### config.mk
export PLATFORM = sky130hd
export DESIGN_NAME = sector_read_splitter_unit
export DESIGN_NICKNAME = d
export VERILOG_FILES = /design/src/hdl/srs_pkg.sv /design/src/hdl/srs_fifo.sv /design/src/hdl/srs_front.sv /design/src/hdl/srs_back.sv /design/src/hdl/sector_read_splitter_unit.sv
export SDC_FILE = /design/constraint.sdc
export NUM_CORES = 2
export LEC_CHECK = 0
export ABC_AREA = 1
export BUFFER_PORTS_ARGS = -buffer_cell sky130_fd_sc_hd__buf_4
export CORE_MARGIN = 3
export CORE_UTILIZATION = 60
export CTS_BUF_LIST = sky130_fd_sc_hd__clkbuf_16
export CTS_CLUSTER_DIAMETER = 60
export DETAILED_ROUTE_END_ITERATION = 16
export PLACE_DENSITY = 0.82
export SLEW_MARGIN = 20
export SYNTH_ARGS = -nofsm -noshare
export SYNTH_HDL_FRONTEND = slang
export SYNTH_SLANG_ARGS = --single-unit
### constraint.sdc
create_clock -name clk_i -period 12.53 [get_ports clk_i]
set_input_delay 2.506 -clock clk_i [delete_from_list [all_inputs] [get_ports clk_i]]
set_output_delay 2.506 -clock clk_i [all_outputs]
set_load 0.005 [all_outputs]
### src/hdl/srs_pkg.sv
// Package for the sector read splitter: word types, command codes and constants.
// It also holds the small divide-by-block-size helper.
// It has no dependencies. The front end, the back end and the top level import it.
`default_nettype none

package srs_pkg;

  // Limits on one request.
  localparam int unsigned MaxRequestSectors  = 4095;
  localparam int unsigned MaxBlocksPerRead   = 127;
  localparam int unsigned MaxSectorsPerBlock = 4;
  localparam int unsigned MaxResults         = 34;
  localparam int unsigned CylLimit           = 1023;
  localparam int unsigned SectorBytes        = 512;
  localparam int unsigned SegPerSector       = SectorBytes >> 4;

  // Multiplier of 2^33/3, rounded up. It gives an exact 32-bit divide by three.
  localparam logic [31:0] RecipThree      = 32'hAAAA_AAAB;
  // Multiplier of 2^13/3, rounded up. It is exact for values below 4096.
  localparam logic [11:0] RecipThreeSmall = 12'd2731;

  // Command codes carried in each result word.
  typedef enum logic [1:0] {
    KindDirect   = 2'd0,
    KindBuffered = 2'd1,
    KindGeometry = 2'd2,
    KindRangeErr = 2'd3
  } kind_e;

  // Configuration register indexes.
  typedef enum logic [1:0] {
    CfgBlockMode = 2'd0,
    CfgSpb       = 2'd1,
    CfgSpt       = 2'd2,
    CfgSpc       = 2'd3
  } cfg_idx_e;

  typedef enum logic [2:0] {
    FrIdle,
    FrBlock,
    FrDivCyl,
    FrDivHead,
    FrSend
  } fr_state_e;

  typedef enum logic {
    BkIdle,
    BkRun
  } bk_state_e;

  // Request word.
  typedef struct packed {
    logic [31:0] start_sector;
    logic [11:0] sector_count;
    logic [15:0] buffer_segment;
  } req_t;

  // Result word.
  typedef struct packed {
    kind_e       command_kind;
    logic [31:0] block_number;
    logic [6:0]  block_count;
    logic [1:0]  copy_offset;
    logic [11:0] run_sectors;
    logic [15:0] dest_segment;
    logic [7:0]  cylinder_low;
    logic [7:0]  sector_field;
    logic [7:0]  head_number;
    logic [11:0] sectors_done;
    logic        last_command;
  } res_t;

  // Configuration as seen by the front end.
  typedef struct packed {
    logic        block_mode;
    logic [2:0]  spb;
    logic [5:0]  spt;
    logic [13:0] spc;
  } cfg_t;

  // Classified job passed from the front end to the back end.
  typedef struct packed {
    logic        geo;
    kind_e       kind;
    logic [31:0] start;
    logic [31:0] blk;
    logic [1:0]  off;
    logic [2:0]  spb;
    logic [11:0] whole;
    logic [1:0]  crem;
    logic [11:0] count;
    logic [15:0] seg;
    logic [7:0]  cyl_low;
    logic [7:0]  sec_field;
    logic [7:0]  head;
  } job_t;

  typedef struct packed {
    logic [11:0] q;
    logic [1:0]  r;
  } small_div_t;

  // Quotient and remainder of a 12-bit value by a block size of 1 to 4.
  function automatic small_div_t div_spb(input logic [11:0] x, input logic [2:0] spb);
    small_div_t  res;
    logic [23:0] prod;
    logic [11:0] back;
    prod = 24'(x) * 24'(RecipThreeSmall);
    back = 12'(prod[23:13] * 11'd3);
    case (spb)
      3'd2: begin
        res.q = x >> 1;
        res.r = {1'b0, x[0]};
      end
      3'd3: begin
        res.q = {1'b0, prod[23:13]};
        res.r = 2'(x - back);
      end
      3'd4: begin
        res.q = x >> 2;
        res.r = x[1:0];
      end
      default: begin
        res.q = x;
        res.r = 2'd0;
      end
    endcase
    return res;
  endfunction

endpackage

`default_nettype wire

### src/hdl/srs_fifo.sv
// Small register-based queue. It carries jobs between the front and the back,
// and it holds result words for the consumer. It depends on nothing. Depth must be at least 2.
`default_nettype none

module srs_fifo #(
  parameter int unsigned Width = 8,
  parameter int unsigned Depth = 2
) (
  input  logic             clk_i,
  input  logic             rst_ni,
  input  logic             push_i,
  input  logic [Width-1:0] data_i,
  output logic             full_o,
  input  logic             pop_i,
  output logic [Width-1:0] data_o,
  output logic             empty_o
);

  localparam int unsigned PtrW = $clog2(Depth);
  localparam int unsigned CntW = $clog2(Depth + 1);

  logic [Width-1:0] mem_q [Depth];
  logic [PtrW-1:0]  wr_ptr_q, wr_ptr_d, rd_ptr_q, rd_ptr_d;
  logic [CntW-1:0]  cnt_q, cnt_d;
  logic             do_push, do_pop;

  assign full_o  = (cnt_q == CntW'(Depth));
  assign empty_o = (cnt_q == '0);
  assign do_push = push_i && !full_o;
  assign do_pop  = pop_i && !empty_o;
  assign data_o  = mem_q[rd_ptr_q];

  // Pointer and fill count update.
  always_comb begin
    wr_ptr_d = wr_ptr_q;
    rd_ptr_d = rd_ptr_q;
    cnt_d    = cnt_q;
    if (do_push) begin
      wr_ptr_d = (wr_ptr_q == PtrW'(Depth - 1)) ? '0 : wr_ptr_q + 1'b1;
    end
    if (do_pop) begin
      rd_ptr_d = (rd_ptr_q == PtrW'(Depth - 1)) ? '0 : rd_ptr_q + 1'b1;
    end
    if (do_push && !do_pop) begin
      cnt_d = cnt_q + 1'b1;
    end else if (do_pop && !do_push) begin
      cnt_d = cnt_q - 1'b1;
    end
  end

  always_ff @(posedge clk_i or negedge rst_ni) begin
    if (!rst_ni) begin
      wr_ptr_q <= '0;
      rd_ptr_q <= '0;
      cnt_q    <= '0;
    end else begin
      wr_ptr_q <= wr_ptr_d;
      rd_ptr_q <= rd_ptr_d;
      cnt_q    <= cnt_d;
    end
  end

  // Storage: payload only, no reset.
  always_ff @(posedge clk_i) begin
    if (do_push) begin
      mem_q[wr_ptr_q] <= data_i;
    end
  end

endmodule

`default_nettype wire

### src/hdl/srs_front.sv
// Front end of the sector read splitter. It accepts request words and classifies
// them. It works out the block position or the geometry. Depends on srs_pkg.
`default_nettype none

module srs_front (
  input  logic          clk_i,
  input  logic          rst_ni,
  input  logic          push_i,
  input  srs_pkg::req_t req_i,
  output logic          full_o,
  input  srs_pkg::cfg_t cfg_i,
  output logic          job_push_o,
  output srs_pkg::job_t job_o,
  input  logic          job_full_i
);

  import srs_pkg::*;

  fr_state_e   state_q, state_d;
  req_t        req_q, req_d;
  logic [2:0]  spb_q, spb_d;
  logic [63:0] prod_q, prod_d;
  logic [31:0] quo_q, quo_d;
  logic [13:0] rem_q, rem_d;
  logic [13:0] dvs_q, dvs_d;
  logic [4:0]  cnt_q, cnt_d;
  logic [9:0]  cyl_q, cyl_d;
  logic        cyl_over_q, cyl_over_d;
  job_t        job_q, job_d;

  logic [14:0] shl;
  logic        ge;
  logic [13:0] rem_nx;
  logic [31:0] quo_nx;
  logic [2:0]  spb_in;
  logic [5:0]  spt_eff;
  logic [13:0] spc_eff;
  logic [11:0] count_in;
  logic [31:0] blk;
  logic [1:0]  off;
  small_div_t  wdiv;
  logic [6:0]  sec1;

  assign full_o     = (state_q != FrIdle);
  assign job_push_o = (state_q == FrSend);
  assign job_o      = job_q;

  // Clamp the configuration and the count to their working ranges.
  always_comb begin
    if (cfg_i.spb == 3'd0) begin
      spb_in = 3'd1;
    end else if (32'(cfg_i.spb) > MaxSectorsPerBlock) begin
      spb_in = 3'(MaxSectorsPerBlock);
    end else begin
      spb_in = cfg_i.spb;
    end
    spt_eff  = (cfg_i.spt == 6'd0) ? 6'd1 : cfg_i.spt;
    spc_eff  = (cfg_i.spc == 14'd0) ? 14'd1 : cfg_i.spc;
    count_in = (32'(req_i.sector_count) > MaxRequestSectors) ?
               12'(MaxRequestSectors) : req_i.sector_count;
  end

  // One restoring divide step: one quotient bit per cycle.
  always_comb begin
    shl    = {rem_q, quo_q[31]};
    ge     = (shl >= {1'b0, dvs_q});
    rem_nx = ge ? 14'(shl - {1'b0, dvs_q}) : shl[13:0];
    quo_nx = {quo_q[30:0], ge};
  end

  // Block position of the start sector, for block mode.
  always_comb begin
    case (spb_q)
      3'd2: begin
        blk = req_q.start_sector >> 1;
        off = {1'b0, req_q.start_sector[0]};
      end
      3'd3: begin
        blk = {1'b0, prod_q[63:33]};
        off = req_q.start_sector[1:0] - 2'(blk[1:0] * 2'd3);
      end
      3'd4: begin
        blk = req_q.start_sector >> 2;
        off = req_q.start_sector[1:0];
      end
      default: begin
        blk = req_q.start_sector;
        off = 2'd0;
      end
    endcase
    wdiv = div_spb(req_q.sector_count, spb_q);
    sec1 = {1'b0, rem_nx[5:0]} + 7'd1;
  end

  // Sequencer: next state and datapath loads.
  always_comb begin
    state_d    = state_q;
    req_d      = req_q;
    spb_d      = spb_q;
    prod_d     = prod_q;
    quo_d      = quo_q;
    rem_d      = rem_q;
    dvs_d      = dvs_q;
    cnt_d      = cnt_q;
    cyl_d      = cyl_q;
    cyl_over_d = cyl_over_q;
    job_d      = job_q;
    case (state_q)
      FrIdle: begin
        req_d              = req_i;
        req_d.sector_count = count_in;
        spb_d              = spb_in;
        prod_d             = {32'd0, req_i.start_sector} * {32'd0, RecipThree};
        quo_d              = req_i.start_sector;
        rem_d              = '0;
        dvs_d              = spc_eff;
        cnt_d              = 5'd31;
        if (push_i && (count_in != 12'd0)) begin
          state_d = cfg_i.block_mode ? FrBlock : FrDivCyl;
        end
      end
      FrBlock: begin
        job_d.geo       = 1'b0;
        job_d.kind      = KindDirect;
        job_d.start     = req_q.start_sector;
        job_d.blk       = blk;
        job_d.off       = off;
        job_d.spb       = spb_q;
        job_d.whole     = wdiv.q;
        job_d.crem      = wdiv.r;
        job_d.count     = req_q.sector_count;
        job_d.seg       = req_q.buffer_segment;
        job_d.cyl_low   = '0;
        job_d.sec_field = '0;
        job_d.head      = '0;
        state_d         = FrSend;
      end
      FrDivCyl: begin
        quo_d = quo_nx;
        rem_d = rem_nx;
        cnt_d = cnt_q - 5'd1;
        if (cnt_q == 5'd0) begin
          // Cylinder done; divide the remainder by the track length next.
          cyl_d      = quo_nx[9:0];
          cyl_over_d = (quo_nx > 32'(CylLimit));
          quo_d      = {rem_nx, 18'd0};
          rem_d      = '0;
          dvs_d      = {8'd0, spt_eff};
          cnt_d      = 5'd13;
          state_d    = FrDivHead;
        end
      end
      FrDivHead: begin
        quo_d = quo_nx;
        rem_d = rem_nx;
        cnt_d = cnt_q - 5'd1;
        if (cnt_q == 5'd0) begin
          job_d.geo   = 1'b1;
          job_d.start = req_q.start_sector;
          job_d.blk   = '0;
          job_d.off   = '0;
          job_d.spb   = spb_q;
          job_d.whole = '0;
          job_d.crem  = '0;
          job_d.count = req_q.sector_count;
          job_d.seg   = req_q.buffer_segment;
          if (cyl_over_q) begin
            job_d.kind      = KindRangeErr;
            job_d.cyl_low   = '0;
            job_d.sec_field = '0;
            job_d.head      = '0;
          end else begin
            job_d.kind      = KindGeometry;
            job_d.cyl_low   = cyl_q[7:0];
            job_d.sec_field = 8'(sec1) + {cyl_q[9:8], 6'd0};
            job_d.head      = quo_nx[7:0];
          end
          state_d = FrSend;
        end
      end
      FrSend: begin
        if (!job_full_i) begin
          state_d = FrIdle;
        end
      end
      default: begin
        state_d = FrIdle;
      end
    endcase
  end

  always_ff @(posedge clk_i or negedge rst_ni) begin
    if (!rst_ni) begin
      state_q <= FrIdle;
    end else begin
      state_q <= state_d;
    end
  end

  // Datapath registers: payload only, no reset.
  always_ff @(posedge clk_i) begin
    req_q      <= req_d;
    spb_q      <= spb_d;
    prod_q     <= prod_d;
    quo_q      <= quo_d;
    rem_q      <= rem_d;
    dvs_q      <= dvs_d;
    cnt_q      <= cnt_d;
    cyl_q      <= cyl_d;
    cyl_over_q <= cyl_over_d;
    job_q      <= job_d;
  end

endmodule

`default_nettype wire

### src/hdl/srs_back.sv
// Back end of the sector read splitter. Depends on srs_pkg. It takes classified
// jobs and emits one command per cycle unless stalled, until served or 34 sent.
`default_nettype none

module srs_back (
  input  logic          clk_i,
  input  logic          rst_ni,
  input  srs_pkg::job_t job_i,
  input  logic          job_empty_i,
  output logic          job_pop_o,
  output srs_pkg::res_t res_o,
  output logic          res_push_o,
  input  logic          res_full_i
);

  import srs_pkg::*;

  bk_state_e   state_q, state_d;
  logic        geo_q;
  kind_e       kind_q;
  logic [31:0] start_q, blk_q;
  logic [1:0]  off_q, crem_q;
  logic [2:0]  spb_q;
  logic [11:0] whole_q, count_q, done_q;
  logic [15:0] seg_q;
  logic [5:0]  n_q;
  logic [7:0]  cyl_q, secf_q, head_q;

  logic [6:0]  w;
  logic        direct;
  logic [2:0]  span;
  logic [11:0] run_dir, run_buf, run;
  logic [11:0] count_nx, done_nx;
  logic        last;
  logic [32:0] start_sum;
  small_div_t  wrap_div;
  logic [5:0]  n_nx;
  logic        step;

  assign job_pop_o  = (state_q == BkIdle) && !job_empty_i;
  assign res_push_o = (state_q == BkRun) && !res_full_i;
  assign step       = res_push_o;

  // Size of the next run in either mode, and the totals after it.
  always_comb begin
    w       = (whole_q > 12'(MaxBlocksPerRead)) ? 7'(MaxBlocksPerRead) : whole_q[6:0];
    direct  = (off_q == 2'd0) && (whole_q != 12'd0);
    span    = spb_q - {1'b0, off_q};
    run_dir = 12'(w) * 12'(spb_q);
    run_buf = (count_q < 12'(span)) ? count_q : 12'(span);
    if (geo_q) begin
      run = (kind_q == KindRangeErr) ? 12'd0 : count_q;
    end else begin
      run = direct ? run_dir : run_buf;
    end
    count_nx  = count_q - run;
    done_nx   = done_q + run;
    last      = geo_q || (count_nx == 12'd0);
    start_sum = {1'b0, start_q} + 33'(run);
    wrap_div  = div_spb(start_sum[11:0], spb_q);
    n_nx      = n_q + 6'd1;
  end

  // Result word for the current command.
  always_comb begin
    res_o.dest_segment = seg_q;
    res_o.run_sectors  = run;
    res_o.sectors_done = done_nx;
    res_o.last_command = last;
    if (geo_q) begin
      res_o.command_kind = kind_q;
      res_o.block_number = '0;
      res_o.block_count  = '0;
      res_o.copy_offset  = '0;
      res_o.cylinder_low = cyl_q;
      res_o.sector_field = secf_q;
      res_o.head_number  = head_q;
    end else begin
      res_o.command_kind = direct ? KindDirect : KindBuffered;
      res_o.block_number = blk_q;
      res_o.block_count  = direct ? w : 7'd1;
      res_o.copy_offset  = direct ? 2'd0 : off_q;
      res_o.cylinder_low = '0;
      res_o.sector_field = '0;
      res_o.head_number  = '0;
    end
  end

  // Sequencer.
  always_comb begin
    state_d = state_q;
    case (state_q)
      BkIdle: begin
        if (!job_empty_i) begin
          state_d = BkRun;
        end
      end
      BkRun: begin
        if (step && (last || (n_nx == 6'(MaxResults)))) begin
          state_d = BkIdle;
        end
      end
      default: begin
        state_d = BkIdle;
      end
    endcase
  end

  always_ff @(posedge clk_i or negedge rst_ni) begin
    if (!rst_ni) begin
      state_q <= BkIdle;
    end else begin
      state_q <= state_d;
    end
  end

  // Run state: loaded from a job, then advanced after each command.
  always_ff @(posedge clk_i) begin
    if (job_pop_o) begin
      geo_q   <= job_i.geo;
      kind_q  <= job_i.kind;
      start_q <= job_i.start;
      blk_q   <= job_i.blk;
      off_q   <= job_i.off;
      spb_q   <= job_i.spb;
      whole_q <= job_i.whole;
      crem_q  <= job_i.crem;
      count_q <= job_i.count;
      seg_q   <= job_i.seg;
      cyl_q   <= job_i.cyl_low;
      secf_q  <= job_i.sec_field;
      head_q  <= job_i.head;
      done_q  <= '0;
      n_q     <= '0;
    end else if (step) begin
      count_q <= count_nx;
      done_q  <= done_nx;
      n_q     <= n_nx;
      seg_q   <= seg_q + 16'(32'(run) * SegPerSector);
      start_q <= start_sum[31:0];
      // After a wrap of the sector address, the block position is found again.
      if (start_sum[32]) begin
        blk_q <= {20'd0, wrap_div.q};
        off_q <= wrap_div.r;
      end else begin
        blk_q <= blk_q + (direct ? {25'd0, w} : 32'd1);
        off_q <= 2'd0;
      end
      // Keep whole blocks and leftover sectors of the remaining count.
      if (direct) begin
        whole_q <= whole_q - 12'(w);
      end else if ({1'b0, crem_q} >= span) begin
        crem_q <= 2'({1'b0, crem_q} - span);
      end else begin
        crem_q  <= 2'({1'b0, crem_q} + spb_q - span);
        whole_q <= whole_q - 12'd1;
      end
    end
  end

endmodule

`default_nettype wire

### src/hdl/sector_read_splitter_unit.sv
// Top level of the sector read splitter. It holds the configuration registers,
// the front end, the job queue, the back end and the result queue.
// Depends on srs_pkg, srs_fifo, srs_front and srs_back.
//
//   Channel   Direction  Handshake              Word
//   request   in         push / full            req_i   (srs_pkg::req_t)
//   result    out        empty / pop            res_o   (srs_pkg::res_t)
//   config    in/out     psel/penable/pready    paddr, pwdata, prdata
//
// Block mode: the front end goes through its block and send states; the back end then
// emits one command per cycle while the result queue has room, up to 34 for one request,
// and passes through its idle state between jobs. Geometry mode: the front end runs the
// serial divider, 32 steps for the cylinder and 14 for the head, then hands over the job.
// Reset clears the sequencers and the queues and sets the configuration registers to defaults.
// A full result queue stalls the back end; the front end fills the job queue, then holds full.
`default_nettype none

module sector_read_splitter_unit #(
  parameter int unsigned JobDepth = 2,
  parameter int unsigned ResDepth = 2
) (
  input  logic          clk_i,
  input  logic          rst_ni,
  input  logic          push,
  output logic          full,
  input  srs_pkg::req_t req_i,
  output logic          empty,
  input  logic          pop,
  output srs_pkg::res_t res_o,
  input  logic          psel,
  input  logic          penable,
  input  logic          pwrite,
  input  logic [3:0]    paddr,
  input  logic [31:0]   pwdata,
  output logic [31:0]   prdata,
  output logic          pready
);

  import srs_pkg::*;

  localparam int unsigned JobW = $bits(job_t);
  localparam int unsigned ResW = $bits(res_t);

  cfg_t     cfg_q;
  cfg_idx_e cfg_idx;
  logic     cfg_wr;
  job_t     job_in, job_out;
  logic     job_push, job_full, job_pop, job_empty;
  res_t     res_in;
  logic     res_push, res_full;

  // Configuration registers.
  assign pready  = 1'b1;
  assign cfg_idx = cfg_idx_e'(paddr[3:2]);
  assign cfg_wr  = psel && penable && pwrite && pready;

  always_ff @(posedge clk_i or negedge rst_ni) begin
    if (!rst_ni) begin
      cfg_q.block_mode <= 1'b0;
      cfg_q.spb        <= 3'd1;
      cfg_q.spt        <= 6'd63;
      cfg_q.spc        <= 14'd16065;
    end else if (cfg_wr) begin
      case (cfg_idx)
        CfgBlockMode: cfg_q.block_mode <= pwdata[0];
        CfgSpb:       cfg_q.spb        <= pwdata[2:0];
        CfgSpt:       cfg_q.spt        <= pwdata[5:0];
        CfgSpc:       cfg_q.spc        <= pwdata[13:0];
        default: begin
        end
      endcase
    end
  end

  // Register read-back.
  always_comb begin
    case (cfg_idx)
      CfgBlockMode: prdata = {31'd0, cfg_q.block_mode};
      CfgSpb:       prdata = {29'd0, cfg_q.spb};
      CfgSpt:       prdata = {26'd0, cfg_q.spt};
      CfgSpc:       prdata = {18'd0, cfg_q.spc};
      default:      prdata = '0;
    endcase
  end

  // Front end: accepts and classifies requests.
  srs_front u_front (
    .clk_i      (clk_i),
    .rst_ni     (rst_ni),
    .push_i     (push),
    .req_i      (req_i),
    .full_o     (full),
    .cfg_i      (cfg_q),
    .job_push_o (job_push),
    .job_o      (job_in),
    .job_full_i (job_full)
  );

  // Queue of classified jobs.
  srs_fifo #(
    .Width (JobW),
    .Depth (JobDepth)
  ) u_job_fifo (
    .clk_i   (clk_i),
    .rst_ni  (rst_ni),
    .push_i  (job_push),
    .data_i  (job_in),
    .full_o  (job_full),
    .pop_i   (job_pop),
    .data_o  (job_out),
    .empty_o (job_empty)
  );

  // Back end: emits the commands of each job.
  srs_back u_back (
    .clk_i       (clk_i),
    .rst_ni      (rst_ni),
    .job_i       (job_out),
    .job_empty_i (job_empty),
    .job_pop_o   (job_pop),
    .res_o       (res_in),
    .res_push_o  (res_push),
    .res_full_i  (res_full)
  );

  // Result queue facing the consumer.
  srs_fifo #(
    .Width (ResW),
    .Depth (ResDepth)
  ) u_res_fifo (
    .clk_i   (clk_i),
    .rst_ni  (rst_ni),
    .push_i  (res_push),
    .data_i  (res_in),
    .full_o  (res_full),
    .pop_i   (pop),
    .data_o  (res_o),
    .empty_o (empty)
  );

  // The back end never pushes into a full result queue.
  assert property (@(posedge clk_i) disable iff (!rst_ni) !(res_push && res_full))
    else $error("result written into a full queue");

  // A job is only taken when one is waiting.
  assert property (@(posedge clk_i) disable iff (!rst_ni) !(job_pop && job_empty))
    else $error("job taken from an empty queue");

  // The running total covers at least the sectors of the current command.
  assert property (@(posedge clk_i) disable iff (!rst_ni)
    (!empty && (res_o.command_kind != KindRangeErr)) |->
      (res_o.sectors_done >= res_o.run_sectors))
    else $error("running total below run length");

  // A buffered read is one block and delivers at least one sector.
  assert property (@(posedge clk_i) disable iff (!rst_ni)
    (!empty && (res_o.command_kind == KindBuffered)) |->
      ((res_o.block_count == 7'd1) && (res_o.run_sectors != 12'd0)))
    else $error("malformed buffered read");

endmodule

`default_nettype wire

==> results.toml <==
[global_routing]
grtUsageMet3_pct = 5.13
grt_use_total_pct = 30.6
grtUsageMet1_pct = 39.9
grt-ovfl-total = 0
busiest_layer = "met2"
grt_max_degree = 101
grt_pass1_vias = 48700
grt_pass1_wl_mm = 273
grt_use_met2_pct = 49.6
antenna_found_initial = 2

[worst_setup_path]
reg2reg_to = "u_back.off_q[1]"
setup.worst_path.start = "u_back.whole_q[8]"
reg2reg_from = "u_back.whole_q[8]"
crit_type = "register to register"
cp.depth = 49
cp.required_ns = 12.95
cp_top_family = "adder cells"
cp_common_cell = "nand2_1"
cp_max_fo = 16
rr_worst_depth = 49
worstPathArrival_ns = 10.43
crit_path_end_kind = "register"
startpoint_type = "register"
crit_buf_inv = 9
r2r_slack_ns = 2.52
slowest_stage = "fa_1"
crit_end = "u_back.off_q[1]"
cpPeakStageDelay_ns = 0.53

[cts]
cts_made_buffers = 91
clk_pin_slew_ns = 0.07
cts_resized = 0
postCtsSetupRepairBufs = 0
clk_latency_ns = 0.67
holdBufCountCts = 0
cts_tree = "yes"
cts_root_buf = "clkbuf_16"
cts_num_sinks = 988
htreeDepth = 3
clk_path_buf_depth = 3

[die]
coreArea_um2 = 111000
die_w_um = 341
dieArea_um2 = 116000
rows = 122
initial_core_util_pct = 60.6
ios = 246
dieHeight_um = 341

[finish]
nNetsFinal = 8195
layout_common_cells = "nand2_1, inv_1, edfxtp_1"
insertedDiodeCount = 0
drive_above_1_share_pct = 7.03
final-seq-area_um2 = 29300
finalNonFillerCells = 8584
synthToLayoutAreaGrowth_pct = 9.53
fillers = 8377
layout_commonest_cell = "nand2_1"
multi_input_area_um2 = 32600

[synth]
ys_seq_elements = 988
syn_inst = 6814
yosysTopAreaCell = "edfxtp_1"
synth_seq_area_share_pct = 43.6
syn_area_um2 = 67200
avgSynthCellArea_um2 = 9.87
synth_cell_types = 69
synth_area_leaders = "edfxtp_1, fa_1, ha_1"
ys_async_sr_fraction_pct = 3.64
synth_top_area_share_pct = 41.7
synth_warnings = 0
synth-main-ff-cell = "edfxtp_1"
synth_edf_count = 934

[sta]
fin_skew_ns = 0.0393
whs_ns = 0.416
timing.final.crit_share_pct = 79.9
grt_setup_unrepaired = "false"
tns_ns = 0
slew_violations = 0
worst_slack_ns = 2.52
report.final.setup_viol = 0
max_freq_mhz = 99.9
hold_viol = 0
worst_pin_slew_ns = 1.12
timing.slew.headroom_pct = 25.2
layout_min_cycle_time_ns = 10.01

[detailed_routing]
final_antenna_net_count = 0
viasPerCell = 5.67
drt_iter0_drc = 4950
vias = 48700
wire_per_inst_um = 20.6
first_pass_iters = 6
totalWireLength_mm = 177
drc_errors = 0

[run_status]
status = "finished clean"

[placement]
dpl.hpwl_mm = 138
gp_congestion = 1.05
port-buffer-count = 206
post-place-ws_ns = 2.87
place_inst = 8415

[job]
drv_cap = 0

[min_path]
hold_path_class = "register to register"
==> logic make-up (layout without fill, tap and decap cells) <==
logic type,count (synthesis),after routing,share of synthesized area (%)
flip-flops,988,988,43.6
buffers and inverters,1427,1692,8.13
XOR/XNOR,123,123,1.60
AND/OR/NAND/NOR,2496,2496,15.2
adder cells (fa/ha/maj),1070,1070,25.3
other,2,19,0.0112
multiplexers,6,6,0.0893
AO/OA/AOI/OAI,702,702,6.13
==> routing by layer <==
| metal | up-vias | part of all wire, % |
|---|---|---|
| met3 | 486 | 8.3 |
| li1 | 22500 | - |
| met1 | 23400 | 39 |
| met2 | 2264 | 47 |
| met5 | - | 0 |
| met4 | 0 | 6.1 |
==> metrics by stage <==
stage / util [%] / cell area, µm²
final: 66.4 / 73600
after global placement: 63.5 / 70500
after global routing: 66.4 / 73600
after detailed placement: 63.5 / 70500
after CTS: 66.3 / 73600
after floorplan: - / 67300
==> cells in the mapped netlist (all sizes together), types with 4 or more instances <==
| library cell | n |
|---|---|
| ha | 591 |
| o31ai | 7 |
| a211oi | 4 |
| dfstp | 15 |
| a21oi | 267 |
| fa | 479 |
| nand4 | 65 |
| nand3 | 177 |
| nor3 | 48 |
| a22o | 11 |
| o21a | 10 |
| o21bai | 9 |
| buf | 40 |
| edfxtp | 934 |
| o211ai | 12 |
| a221oi | 7 |
| a31oi | 42 |
| dfrtp | 21 |
| nand2 | 1693 |
| mux2i | 6 |
| a21boi | 8 |
| o21ai | 223 |
| a21o | 22 |
| clkbuf | 115 |
| nor2 | 445 |
| a41oi | 35 |
| xnor2 | 32 |
| o221ai | 9 |
| o22ai | 20 |
| dfxtp | 18 |
| and3 | 5 |
| nand3b | 14 |
| nor4 | 32 |
| o2111ai | 6 |
| inv | 1271 |
| or2 | 11 |
| xor2 | 91 |
==> cell type report <==
cell class / instances / share of cell area [%]
repair buffers: 253 / 2.63
inverters: 1272 / 6.49
multi-input cells: 4416 / 44.3
flip-flops and latches: 988 / 39.8
clock buffers: 95 / 3.23
well taps: 1488 / 2.53
clock inverters: 72 / 1.02
==> state kept, by name, summed over array words and instances (netlist names), 14 cells and up <==
| signal | flops |
|---|---|
| u_front.rem_q | 14 |
| u_res_fifo.mem_q | 216 |
| u_back.seg_q | 16 |
| u_front.quo_q | 32 |
| u_back.blk_q | 32 |
| u_front.dvs_q | 14 |
| u_front.req_q | 59 |
| u_front.job_o | 137 |
| u_job_fifo.mem_q | 274 |
| u_front.prod_q | 32 |
| u_back.start_q | 32 |
| cfg_q | 24 |
==> worst min path at each step <==
stage	startpoint	to	slack, ns	depth (start not counted)
6_report	u_front.req_q[5]	u_front.job_o[29]	0.42	0
5_1_grt	u_front.req_q[5]	u_front.job_o[29]	0.43	0
4_1_cts	u_front.req_q[5]	u_front.job_o[29]	0.42	0
3_5_place_dp	u_front.req_q[5]	u_front.job_o[29]	0.41	0
3_3_place_gp	u_front.req_q[15]	u_front.job_o[39]	0.41	0
2_1_floorplan	u_front.req_q[0]	u_front.job_o[24]	0.40	0
Power is not shown: default switching activity piles up to over one toggle a cycle in this logic, so the estimate is an artifact.
